===== src/sv/qbti_pkg.sv =====
// Shared types, constants and helpers for the timed quadratic Bezier interpolator.
package qbti_pkg;

   localparam int TIME_W     = 27;
   localparam int COUNT_W    = 7;
   localparam int COORD_W    = 32;
   localparam int EIDX_W     = 6;
   localparam int PHASE_W    = 2;
   localparam int D_W        = 29;
   localparam int P_W        = 17;
   localparam int W_W        = 33;
   localparam int MULT_W     = 2 * P_W;
   localparam int PROD_W     = 66;
   localparam int SUM_W      = 67;
   localparam int RES_W      = SUM_W - 32;
   localparam int REM_W      = 28;
   localparam int STEP_W     = 4;
   localparam int CSR_IDX_W  = 2;
   localparam int CSR_DATA_W = 27;

   localparam logic signed [D_W-1:0]   HALF_DAY_MS = 29'sd43200000;
   localparam logic signed [D_W-1:0]   DAY_MS      = 29'sd86400000;
   localparam logic [P_W-1:0]          ONE_Q16     = 17'h10000;
   localparam logic signed [SUM_W-1:0] ROUND_HALF  = 67'sh80000000;
   localparam logic [STEP_W-1:0]       DIV_LAST    = 4'd15;

   localparam logic FUNC_LOAD = 1'b0;
   localparam logic FUNC_EVAL = 1'b1;

   localparam logic [PHASE_W-1:0] PHASE_BEFORE = 2'd0;
   localparam logic [PHASE_W-1:0] PHASE_WITHIN = 2'd1;
   localparam logic [PHASE_W-1:0] PHASE_AFTER  = 2'd2;

   localparam logic [CSR_IDX_W-1:0] CSR_START_TIME = 2'd0;
   localparam logic [CSR_IDX_W-1:0] CSR_DURATION   = 2'd1;
   localparam logic [CSR_IDX_W-1:0] CSR_TRAJ_COUNT = 2'd2;

   typedef struct packed {
      logic                      func;
      logic [EIDX_W-1:0]         entry_index;
      logic signed [COORD_W-1:0] start_x;
      logic signed [COORD_W-1:0] start_y;
      logic signed [COORD_W-1:0] ctrl_x;
      logic signed [COORD_W-1:0] ctrl_y;
      logic signed [COORD_W-1:0] end_x;
      logic signed [COORD_W-1:0] end_y;
      logic [TIME_W-1:0]         time_ms;
   } req_type;

   typedef struct packed {
      logic [EIDX_W-1:0]         entry_index_res;
      logic signed [COORD_W-1:0] pos_x;
      logic signed [COORD_W-1:0] pos_y;
      logic [PHASE_W-1:0]        phase;
      logic                      last;
   } rsp_type;

   typedef enum logic [1:0] {
      WSEL_QQ,
      WSEL_PQ,
      WSEL_PP
   } wsel_type;

   typedef struct packed {
      logic     load;
      logic     offset;
      logic     wrap;
      logic     prog;
      logic     div_step;
      logic     weight;
      wsel_type wsel;
      logic     first;
      logic     rd;
      logic     mul;
      logic     add;
      logic     sat;
      logic     next;
   } cmd_type;

   typedef struct packed {
      logic need_div;
      logic n_zero;
      logic last;
   } sts_type;

   function automatic logic signed [COORD_W-1:0] sat_coord(input logic signed [RES_W-1:0] v);
      logic signed [COORD_W-1:0] r;
      if (v > RES_W'(64'sh7fffffff)) begin
         r = 32'sh7fffffff;
      end else if (v < -RES_W'(64'sh80000000)) begin
         r = 32'sh80000000;
      end else begin
         r = v[COORD_W-1:0];
      end
      return r;
   endfunction

endpackage


===== src/sv/qbti_ctrl.sv =====
// Sequencer for the interpolator: load, offset, divide, weights and per-entry output.
module qbti_ctrl (
   input  logic             clock,
   input  logic             reset,
   input  logic             req_valid,
   output logic             req_stall,
   input  logic             req_func,
   output logic             rsp_valid,
   input  logic             rsp_stall,
   input  qbti_pkg::sts_type sts,
   output qbti_pkg::cmd_type cmd
);
   import qbti_pkg::*;

   typedef enum logic [3:0] {
      S_IDLE, S_WRAP, S_PROG, S_DIV, S_WQQ, S_WPQ, S_WPP,
      S_RD, S_MUL, S_ADD, S_SAT, S_OUT
   } state_type;

   state_type         state_ff, state_in;
   logic [STEP_W-1:0] step_ff, step_in;

   assign req_stall = (state_ff != S_IDLE);
   assign rsp_valid = (state_ff == S_OUT);

   always_comb begin
      state_in = state_ff;
      step_in  = step_ff;
      cmd      = '0;
      cmd.wsel = WSEL_QQ;
      unique case (state_ff)
         S_IDLE: begin
            if (req_valid) begin
               if (req_func == FUNC_LOAD) begin
                  cmd.load = 1'b1;
               end else begin
                  cmd.offset = 1'b1;
                  state_in   = S_WRAP;
               end
            end
         end
         S_WRAP: begin
            cmd.wrap = 1'b1;
            state_in = S_PROG;
         end
         S_PROG: begin
            cmd.prog = 1'b1;
            step_in  = '0;
            state_in = sts.need_div ? S_DIV : S_WQQ;
         end
         S_DIV: begin
            cmd.div_step = 1'b1;
            step_in      = step_ff + 1'b1;
            if (step_ff == DIV_LAST) begin
               state_in = S_WQQ;
            end
         end
         S_WQQ: begin
            cmd.weight = 1'b1;
            cmd.wsel   = WSEL_QQ;
            state_in   = S_WPQ;
         end
         S_WPQ: begin
            cmd.weight = 1'b1;
            cmd.wsel   = WSEL_PQ;
            state_in   = S_WPP;
         end
         S_WPP: begin
            cmd.weight = 1'b1;
            cmd.wsel   = WSEL_PP;
            cmd.first  = 1'b1;
            state_in   = sts.n_zero ? S_IDLE : S_RD;
         end
         S_RD: begin
            cmd.rd   = 1'b1;
            state_in = S_MUL;
         end
         S_MUL: begin
            cmd.mul  = 1'b1;
            state_in = S_ADD;
         end
         S_ADD: begin
            cmd.add  = 1'b1;
            state_in = S_SAT;
         end
         S_SAT: begin
            cmd.sat  = 1'b1;
            state_in = S_OUT;
         end
         S_OUT: begin
            if (!rsp_stall) begin
               if (sts.last) begin
                  state_in = S_IDLE;
               end else begin
                  cmd.next = 1'b1;
                  state_in = S_RD;
               end
            end
         end
         default: state_in = S_IDLE;
      endcase
   end

   always_ff @(posedge clock) begin
      if (reset) begin
         state_ff <= S_IDLE;
         step_ff  <= '0;
      end else begin
         state_ff <= state_in;
         step_ff  <= step_in;
      end
   end

endmodule


===== config.mk =====
export PLATFORM = sky130hd
export DESIGN_NAME = qbti_ctrl
export DESIGN_NICKNAME = d
export VERILOG_FILES = /design/src/sv/qbti_pkg.sv /design/src/sv/qbti_ctrl.sv
export SDC_FILE = /design/constraint.sdc
export NUM_CORES = 1
export LEC_CHECK = 0
export BUFFER_PORTS_ARGS = -buffer_cell sky130_fd_sc_hd__buf_4
export CAP_MARGIN = 40
export CORE_AREA = 2 2 39 41
export DETAILED_ROUTE_END_ITERATION = 16
export DIE_AREA = 0 0 41 43
export PLACE_DENSITY_LB_ADDON = 0.15
export SYNTH_ARGS = -nofsm -noshare
export SYNTH_HDL_FRONTEND = slang
export SYNTH_SLANG_ARGS = --single-unit

===== constraint.sdc =====
create_clock -name clock -period 1.9 [get_ports clock]
set_input_delay 0.38 -clock clock [delete_from_list [all_inputs] [get_ports clock]]
set_output_delay 0.38 -clock clock [all_outputs]
set_load 0.02 [all_outputs]

# Yosys cells after proc, flatten, opt, wreduce, memory -nomap -nowiden
# Index checks and enable logic that the tools add are counted.
[totals]
register_bits = 8
out_inout_bits = 16
word_cells = 48
[classes]
n_addsub = 1
eq_ne = 16
mux = 25
reduce_logical = 4
[op_table]
columns = ["operator", "count"]
rows = [
  ["one-hot mux 4 bit (12 select lines)", 1],
  ["== test 4 bit (second input constant)", 5],
  ["== test 4 x 3 -> 1 bit (second input constant)", 4],
  ["two-way mux 4 bit", 4],
  ["two-way mux 1 bit", 13],
  ["two-way mux 3 bit", 3],
  ["one-hot mux 3 bit (3 select lines)", 1],
  ["== test 4 x 2 -> 1 bit (second input constant)", 2],
  ["inequality test 2 bit (second input constant)", 4],
  ["one-hot mux 4 bit (2 select lines)", 1],
  ["adder 4 x 1 -> 4 bit (second input constant)", 1],
  ["== test 4 x 1 -> 1 bit (second input constant)", 1],
  ["logical NOT 4 bit", 1],
  ["two-way mux 2 bit", 2],
  ["AND reduction 4 bit", 1],
  ["nonzero test 4 bit", 1],
  ["nonzero test 2 bit", 1],
]

# Logic depth before layout (Yosys ltp)
[logic_depth]
depth_word = 3
mapped_depth = 5
depth_no_buf = 5

# Least setup slack after synthesis
# Ideal clock, no wire load.
[synth_timing]
kind = "register to output"
start = "reg state_ff[3]"
end = "out cmd[0] in the netlist's numbering"
t_arrival_ns = 1.443
required_time_ns = 1.520
slack_ns = 0.077
stages_incl_launch_ff = 4
path_cell_list = "dfxtp_1 clkbuf_1 nand2_1 nor4_1"
[synth_rtl]
columns = ["item", "line", "source"]
rows = [
  ["from (decl)", "qbti_ctrl.sv:20", "state_type state_ff, state_in;"],
  ["from (signal assigned)", "qbti_ctrl.sv:109", "state_ff <= state_in;"],
  ["to (decl)", "qbti_ctrl.sv:11", "output qbti_pkg::cmd_type cmd"],
]

==> metrics <==
run status=complete, no violations; Core Area=1384 um2; Final Hold Vio Count=0; dominant cell type by area after synthesis=dfxtp_1; syn_area_per_cell=7.085 um2; Routability Congestion=0.7888; die span in y=43 um; Total GRT Usage=19.11%; I/O pin count=24; drt via density=5.597; clock root buffer=clkbuf_4; Vias=666; Detailed Route WL=about 1.5 mm; Layout Area Growth over Synthesis=39.96%; vias in the first global route=552; Synth Register Bits=8; Worst slew margin=80.73%; adder-cell area share of the yosys netlist=between 2 and 2.5%; Antenna Cells=0; Post-Synth Simple-Gate Area=about two fifths; multi-input combinational cell area=386.6 um2; die footprint=1763 um2; commonest non-fill, non-tap cell in the layout=buf_4; mux contribution to synthesized area=0%; CTS Sinks=8; # DRC=0; Worst setup EP type=output port; most used cell, CP=buf_4; number of hold buffers added after cts=0; largest family of logic cells by synthesized area=simple AND/OR/NAND/NOR gates; initial antenna violation count=0; post-synth top area share=approximately 28%; worst-skew pair later-pin latency=approximately 0.25 ns; NumNets Final=114; Detailed Route Iter0 Violations=7; most frequent cells in the layout=25 x buf_4, 11 x nor2_1, 9 x nand2_1; TritonCTS clock tree=built; Layout fillers=145; Peak VDD IR=0.0005179 V; dpl cells=around 120; YS warnings=0; Synth Flop Type=dfxtp_1; clock transition at the registers of the reported paths=0.05 ns; ranking of synthesized cells by area=dfxtp_1 28%, nor2_1 7.3%, nand2_1 6.0%; clk_skew=0.007218 ns; Initial Util=40.96%; Seq/Total Area, Yosys=between 20% and 30%; max-slew violation count=0; WP data arrival=between 1 and 1.5 ns; first-pass GRT wire length=2.297 mm; CP Cell Sequence=buf_4, or2b_1, nor3_1, buf_4; layout cells sized above 1=34.95%; Post-Layout Cell Count=119; EDFF count, synth=0; PD cells=518.2 nW/um2; Die Wd=~41 um; Async S/R FF share, synth=0%; register area=roughly 170 um2; min cycle time layout=1.803 ns; measured slew at the worst slew-check pin=0.2869 ns; HP Class=input port to flip-flop; Final ANT Viol Nets=0; P_leak=0.3388 nW; dpl hpwl=~1.1 mm; CP top delay family=simple AND/OR/NAND/NOR gates; Num CTS Buffers=3; Critical Path RT=1.52 ns; CP max-delay cell=dfxtp_2; mapped cell area=566.8 um2; cells after synthesis=80; Final period util=94.90%; crit path buf inv count=2; First-pass DRT Iterations=4; max_cap viols=0; largest net degree at the start of global routing=14; # rows=14; IO buf count=23; Post-Synth XOR/XNOR Area=0%; drt wl/cell=12.72 um; Worst path max stage delay=~0.38 ns; CP max FO=11; number of setup violations in the final report=0; Max Clk Rate=554.6 MHz; Post-CTS Setup Inserts=0; post-synth net total=89; total gr overflow=0; H-tree levels=1; Layout Utilization=57.32%; Clock Tree Buf Depth=2; Distinct cells, synth=32; Compound-Gate Fraction of Synth Area=22.30%; CP Class=flip-flop to output port; CP startpoint kind=flip-flop
-- area by class of cell --
type / instances / area share [%]
Sequential cell: 8 / 20.82
Timing Repair Buffer: 25 / 23.66
Inverter: 3 / 1.420
Tap cell: 16 / 2.524
Clock buffer: 3 / 2.839
Multi-Input combinational cell: 64 / 48.74
-- path summary, 6_finish.rpt --
kind | startpoint | to | slack (ns) | cells past startpoint
setup / recovery | state_ff[0]$_SDFFE_PP0P_ | cmd[10] | 0.1 | 4
hold / removal | reset | state_ff[3]$_SDFFE_PP0P_ | 0.35 | 2
setup reg to reg | state_ff[3]$_SDFFE_PP0P_ | step_ff[3]$_SDFFE_PP0P_ | 0.37 | 3
hold reg to reg | step_ff[1]$_SDFFE_PP0P_ | step_ff[1]$_SDFFE_PP0P_ | 0.48 | 2
-- metrics by stage --
step	instance area [um2]	power, mW	hold WS (ns)	setup WS, ns	TNS (ns)
final	793.3	0.4111	0.3457	0.09691	0
after global routing	793.3	0.4391	0.3371	-0.001867	-0.001867
after CTS	779.5	0.4121	0.3401	0.02701	0
after detailed placement	750.7	0.2825	0.4703	0.2090	0
after global placement	750.7	0.2823	0.4658	0.2669	0
after floorplan	566.8	0.2363	0.4431	0.07719	0
-- cells by family after synthesis --
logic type,Yosys count
AOI/OAI and AO/OA,20
adders and majority gates,1
buffers and inverters,8
DFF,8
and+or+nand+nor,43
-- timing repair --
item                                    4_1_cts  5_1_grt
gates resized for setup                       1        5
endpoints found under the setup margin        2        7
pin swaps                                     0        0
-- flip-flops by register name (all words and copies together), names as in the netlist --
register  flops
step_ff       4
state_ff      4
-- routing by layer --
metal	share of wire, %	track usage, %	vias to the layer above	wire length (um)
li1	-	-	340	-
met1	43	24.92	309	656
met2	51	27.81	17	767
met3	5.9	9.948	0	90
met4	0	3.333	0	0
met5	0	0	-	0
-- synth_stat cells, drive strengths merged (2+ instances only) --
library cell,instances
clkbuf,3
nor3b,2
a31oi,2
nor4,2
buf,2
nand2,9
nor3,3
o21a,2
dfxtp,8
inv,3
nor2,11
a21oi,5
nor2b,3
or3b,2
nand3,4
nand2b,2
o21ai,4
-- power breakdown --
group          internal, mW  switching [mW]
sequential            0.173          0.0108
combinational        0.0475          0.0541
clock                0.0720          0.0537
total                 0.292           0.119
(Power assumes the default switching activity.)
